`src/rtl/rfa_pkg.sv`:
```
// Shared types, constants and step functions for the radial falloff alpha pipeline.
package rfa_pkg;

   localparam int unsigned MAX_SIZE = 1024;
   localparam int unsigned SQ_STAGES = 10;
   localparam int unsigned DIV_STAGES = 9;
   localparam int unsigned POW_STAGES = 5;
   localparam int unsigned DIV0 = 1 + SQ_STAGES;
   localparam int unsigned POW0 = DIV0 + DIV_STAGES;
   localparam int unsigned PIPE_LEN = POW0 + POW_STAGES;

   localparam logic [1:0] REG_TEXTURE_WIDTH = 2'd0;
   localparam logic [1:0] REG_TEXTURE_HEIGHT = 2'd1;

   localparam logic [10:0] SIZE_MAX = 11'(MAX_SIZE);
   localparam logic [10:0] SIZE_RESET = 11'd256;

   typedef struct packed {
      logic [9:0] pixel_x;
      logic [9:0] pixel_y;
   } req_type;

   typedef struct packed {
      logic [7:0]  alpha_byte;
      logic [21:0] byte_offset;
      logic        outside;
   } rsp_type;

   typedef struct packed {
      logic [21:0] byte_offset;
      logic        outside;
      logic        sat;
   } side_type;

   typedef struct packed {
      logic [39:0] rad;
      logic [21:0] rem;
      logic [19:0] root;
   } sq_lane_type;

   typedef struct packed {
      logic [18:0] rem;
      logic [16:0] quo;
   } div_lane_type;

   // One digit of the restoring square root: two radicand bits, one root bit.
   function automatic sq_lane_type sq_step(input sq_lane_type l);
      sq_lane_type r;
      logic [23:0] rem2;
      logic [23:0] trial;
      rem2 = {l.rem, l.rad[39:38]};
      trial = {2'b00, l.root, 2'b01};
      r.rad = {l.rad[37:0], 2'b00};
      if (rem2 >= trial) begin
         r.rem = 22'(rem2 - trial);
         r.root = {l.root[18:0], 1'b1};
      end else begin
         r.rem = rem2[21:0];
         r.root = {l.root[18:0], 1'b0};
      end
      return r;
   endfunction

   // One quotient bit of the restoring division.
   function automatic div_lane_type div_step(input div_lane_type l, input logic [17:0] den);
      div_lane_type r;
      logic [19:0] rem2;
      rem2 = {l.rem, 1'b0};
      if (rem2 >= {2'b00, den}) begin
         r.rem = 19'(rem2 - {2'b00, den});
         r.quo = {l.quo[15:0], 1'b1};
      end else begin
         r.rem = rem2[18:0];
         r.quo = {l.quo[15:0], 1'b0};
      end
      return r;
   endfunction

endpackage

```
`src/rtl/rfa_sqrt_pipe.sv`:
```
// Pipelined integer square root of a 40-bit radicand, two root bits per stage.
module rfa_sqrt_pipe
   import rfa_pkg::*;
(
   input  logic        clock,
   input  logic        enable,
   input  logic [39:0] in_rad,
   output logic [19:0] out_root
);

   sq_lane_type lane_ff [SQ_STAGES];
   sq_lane_type lane_in [SQ_STAGES];

   always_comb begin
      sq_lane_type first;
      first.rad = in_rad;
      first.rem = '0;
      first.root = '0;
      lane_in[0] = sq_step(sq_step(first));
      for (int i = 1; i < SQ_STAGES; i++) begin
         lane_in[i] = sq_step(sq_step(lane_ff[i-1]));
      end
   end

   always_ff @(posedge clock) begin
      if (enable) begin
         for (int i = 0; i < SQ_STAGES; i++) begin
            lane_ff[i] <= lane_in[i];
         end
      end
   end

   assign out_root = lane_ff[SQ_STAGES-1].root;

endmodule

```
`config.mk`:
```
export PLATFORM = sky130hd
export DESIGN_NAME = rfa_sqrt_pipe
export DESIGN_NICKNAME = d
export VERILOG_FILES = /design/src/rtl/rfa_pkg.sv /design/src/rtl/rfa_sqrt_pipe.sv
export SDC_FILE = /design/constraint.sdc
export NUM_CORES = 1
export LEC_CHECK = 0
export BUFFER_PORTS_ARGS = -buffer_cell sky130_fd_sc_hd__buf_2
export CAP_MARGIN = 20
export CORE_MARGIN = 2
export CORE_UTILIZATION = 40
export CTS_BUF_LIST = sky130_fd_sc_hd__clkbuf_16
export DETAILED_ROUTE_END_ITERATION = 16
export SETUP_SLACK_MARGIN = 0.2
export SLEW_MARGIN = 20
export SYNTH_ARGS = -nofsm -noshare
export SYNTH_HDL_FRONTEND = slang
export SYNTH_SLANG_ARGS = --single-unit
```
`constraint.sdc`:
```
create_clock -name clock -period 15.6 [get_ports clock]
set_input_delay 3.9 -clock clock [delete_from_list [all_inputs] [get_ports clock]]
set_output_delay 3.9 -clock clock [all_outputs]
set_load 0.05 [all_outputs]
```
# Word level (Yosys, flattened, before mapping)

Memory sizes are Yosys's and may differ from the RTL's.
Index checks and enable logic that the tools add are counted.

Add/sub/neg operators: 20
$lt $le $gt $ge: 20
Multiplexer cells: 22

Operators by type and width:

| cell                                                | count |
|---|---|
| 2-to-1 mux 42 bit                                   | 20 |
| >= comparator 24 x 22 -> 1 bit                      | 19 |
| subtractor 22 bit                                   | 19 |
| subtractor 2 x 1 -> 3 bit, second input constant    | 1 |
| >= comparator 2 x 1 -> 1 bit, second input constant | 1 |
| 2-to-1 mux 1 bit                                    | 2 |

Memories kept: 1
Input bits: 42
Register bits after elaboration: 0
Memory bits (writable): 780
Output and inout port bits: 20

Memory list:

| memory  | depth | width | rd ports | clocked after Yosys merged registers in | wr ports | RTL line            | source |
|---|---|---|---|---|---|---|---|
| lane_ff | 10    | 78    | 10       | 0                                       | 10       | rfa_sqrt_pipe.sv:11 | `sq_lane_type lane_ff [SQ_STAGES];` |

# Depth between registers and ports, before layout

An unclocked memory read counts as a cell.

Depth after elaboration: 5
Gate-level depth with buffers: 26
Mapped depth without buffers: 24

# Worst setup path after synthesis

OpenSTA, ideal clock, no wires.

Kind: register to register
Start point: memory lane_ff[4][25] (netlist bit)
End point: memory lane_ff[5][26] (netlist bit), data pin
Stages on the path, launching flop included: 21
Path slack: 10.088 ns
Data required time: 15.340 ns
Clock period less this slack: 5.512 ns
Data arrival time: 5.252 ns
Cells stage by stage: edfxtp_1 > ha_1 > and3_1 > and4_1 > a21boi_1 > o221ai_1 > nand2b_1 > clkbuf_1 > clkinv_1 > o31ai_1 > ha_1 > a21o_1 > a21o_1 > a21oi_1 > o21ai_0 > a31o_2 > a21o_1 > a31o_2 > nor4_2 > inv_1 > mux2_2

RTL lines:

| item        | RTL line |
|---|---|
| from (decl) | rfa_sqrt_pipe.sv:11 |

==> flow_summary.toml <==
[critical_path]
cp_slowest_cell = "a211oi_2"
start_kind = "register"
arrival_ps = 7630
critPathKind = "reg -> reg"
path_cells = "inv_1, ha_1, nand4_1, a211oi_1, nor3_1, o311ai_1, or2_2, inv_1, nor2_1, nor2_1, ha_1, a21o_1, a21o_1, a21o_1, a21o_1, a211o_1, a221oi_2, o211ai_1, a211oi_2, inv_1, mux2_2"
reg2regPathDepth = 21
cp_slowest_stage_delay_ps = 800
worstSetupEndpointType = "register"
crit_required_ps = 15960
critPathMaxFanout = 24
cp_common_cell = "a21o_1"

[global_routing]
grt-ovfl-total = 0
grt_pass1_wl_um = 118000
grt_pass1_vias = 22347
grt_use_total_pct = 18.7
grt_max_degree = 185
antenna_found_initial = 1

[die]
die_height_um = 281
ios = 62
rows = 101
start_util_pct = 40.4
core_area_mm2 = 0.0758
fp.dieArea_mm2 = 0.0788
fp.dieW_um = 281

[clocking]
cts_tree = "yes"
clock-sinks = 475
max-clock-path-buffers = 3
cts_resized = 0
htree_levels = 2
holdBufCountCts = 0
cts_root_buf = "clkbuf_16"
insertion_delay_ps = 640
cts_buffers = 52
cts_setup_buffers = 0
clk_pin_slew_ps = 60

[detailed_routing]
post_drt_wl_per_cell_um = 18.5
num_vias = 22689
wirelength_um = 74500
route.detailed.drc = 0
ant_nets = 0
dr.pass1.iters = 7
drtIter0Drc = 1578
via_per_inst = 5.64

[logic_synthesis]
seq_area_frac_synth_pct = 46.6
yosys.area.top_type_share_pct = 46.6
synth_most_common_cell = "edfxtp_1"
async_flop_share_pct = 0
synth_area_leaders = "edfxtp_1, ha_1, xnor2_1"
syn_inst = 2959
yosys_warnings = 0
syn_avg_cell_area_um2 = 10.3
synthesis.area_mm2 = 0.0306
synth_flop_cell = "edfxtp_1"
synth_cell_types = 95
yosysTopAreaCell = "edfxtp_1"
synth-seq-cells = 475
synth_edf_count = 475
synthTopCellsByCount = "edfxtp_1, nor2_1, a21oi_1"

[sta]
setup_tns_ps = 0
rsz0062_at_grt = "no"
fin_crit_ps = 7270
worstMarginPinSlew_ps = 1050
maxSlewViolCount = 0
relSlewSlack_pct = 30.1
setup_viol = 0
fmax_mhz = 137
period_share_pct = 46.6
hold_violations = 0
finClkSkew_ps = 67.3

[layout]
drive_gt1_share_pct = 7.88
diodes = 0
reg.largest.list = "lane_ff (475)"
largest_register = "lane_ff"
fill_cells = 7131
fin_nets = 3276
area_delta_synth_final_pct = 9.74
multi_input_area_mm2 = 0.0153
largest_reg_flops = 475
seq_area_mm2 = 0.0143

[power_and_ir_drop]
max-vdd-ir-drop_mv = 0.0941
switching_share_pct = 36.7
power_density_mw_per_mm2 = 151
p_sw_uw = 1870
power.internal_uw = 3210
power_frac_clock_pct = 23.3
combPwrFrac_pct = 40.1
p_total_uw = 5080
leakage_uw = 0.0133
p_seq_share_pct = 36.6

[min_path]
hp-class = "reg -> reg"
worstHoldPathCells = 0

[run]
cap_violations = 0

[placed_design]
io_buffers = 61
place_congestion = 0.896
dpl.hpwl_um = 56800

[status]
status = "complete, no violations"
power groups by stage:
| stage | Clock, µW | Combinational (µW) | Sequential [µW] |
|---|---|---|---|
| finish | 1180 | 2040 | 1860 |
| CTS | 1230 | 2020 | 1860 |
| floorplan | 0 | 1560 | 1800 |
| global placement | 0 | 1980 | 1890 |
| global route | 1270 | 2270 | 1880 |
| detailed placement | 0 | 2010 | 1890 |
path summary, 6_finish.rpt:
kind | start | end | slack, ps
worst max-delay path | lane_ff[6][3] | lane_ff[7][33] | 8330
worst min-delay path | lane_ff[4][66] | lane_ff[5][70] | 390
worst max register to register | lane_ff[6][3] | lane_ff[7][33] | 8330
worst min register to register | lane_ff[4][66] | lane_ff[5][70] | 390
critical path: cells and delay by family (launching register included):
| kind | cells | cell delay, ps |
|---|---|---|
| AO/OA/AOI/OAI | 10 | 3370 |
| AND/OR/NAND/NOR | 5 | 1140 |
| buffers and inverters | 3 | 1010 |
| adder cells (fa/ha/maj) | 2 | 720 |
| multiplexers | 1 | 420 |
| flip-flops | 1 | 340 |
stage by stage:
step / hold WS, ps / util (%) / area (µm²) / instances / setup WS [ps]
2_1_floorplan: 400 / - / 30600 / 2960 / 10090
3_3_place_gp: 400 / 42.1 / 31900 / 3931 / 8570
3_5_place_dp: 405 / 42.1 / 31900 / 3931 / 8320
4_1_cts: 385 / 44.3 / 33600 / 4025 / 8280
5_1_grt: 402 / 44.3 / 33600 / 4025 / 7640
6_report: 393 / 44.3 / 33600 / 4025 / 8330
metal layers:
layer	vias to the layer above	wire length (µm)	track usage [%]
met2	578	35600	31.7
li1	11097	-	-
met3	141	3460	2.49
met4	0	2430	6.69
met1	10873	33000	24.6
met5	-	0	0
logic make-up (layout without fill, tap and decap cells):
logic type      count (synthesis)  in the layout  share of synthesized area [%]
compound gates                751            751                           15.9
xor+xnor                      274            274                           7.86
fa+ha+maj                     228            228                           9.31
buf+inv                       275            362                           3.44
flops                         475            475                           46.6
mux                            56             56                           1.99
other cells                     1              2                         0.0122
simple gates                  899            899                           14.9
layout make-up:
class                           instances  share of cell area (%)
Clock inverter                         42                    1.05
Tap cell                              978                    3.64
Sequential cell                       475                    42.5
Multi-Input combinational cell       2210                    45.6
Inverter                              200                    2.25
Clock buffer                           52                    3.87
Timing Repair Buffer                   68                    1.17
placed cells by master, fill, tap and decap left out, types with 34 or more instances in the layout:
cell,synthesis,layout
nor2_1,249,249
mux2_2,37,37
a21oi_1,235,235
nand2_1,190,190
xor2_1,90,90
nor4_1,36,36
or3_1,39,39
inv_1,196,207
nand3_1,61,61
ha_1,227,227
buf_2,4,60
nor3_1,67,67
clkbuf_16,0,52
o21a_1,34,34
edfxtp_1,475,475
xnor2_1,183,183
nand4_1,45,45
a21o_1,99,99
o21ai_0,140,140
Power figures use the tool's default switching activity.
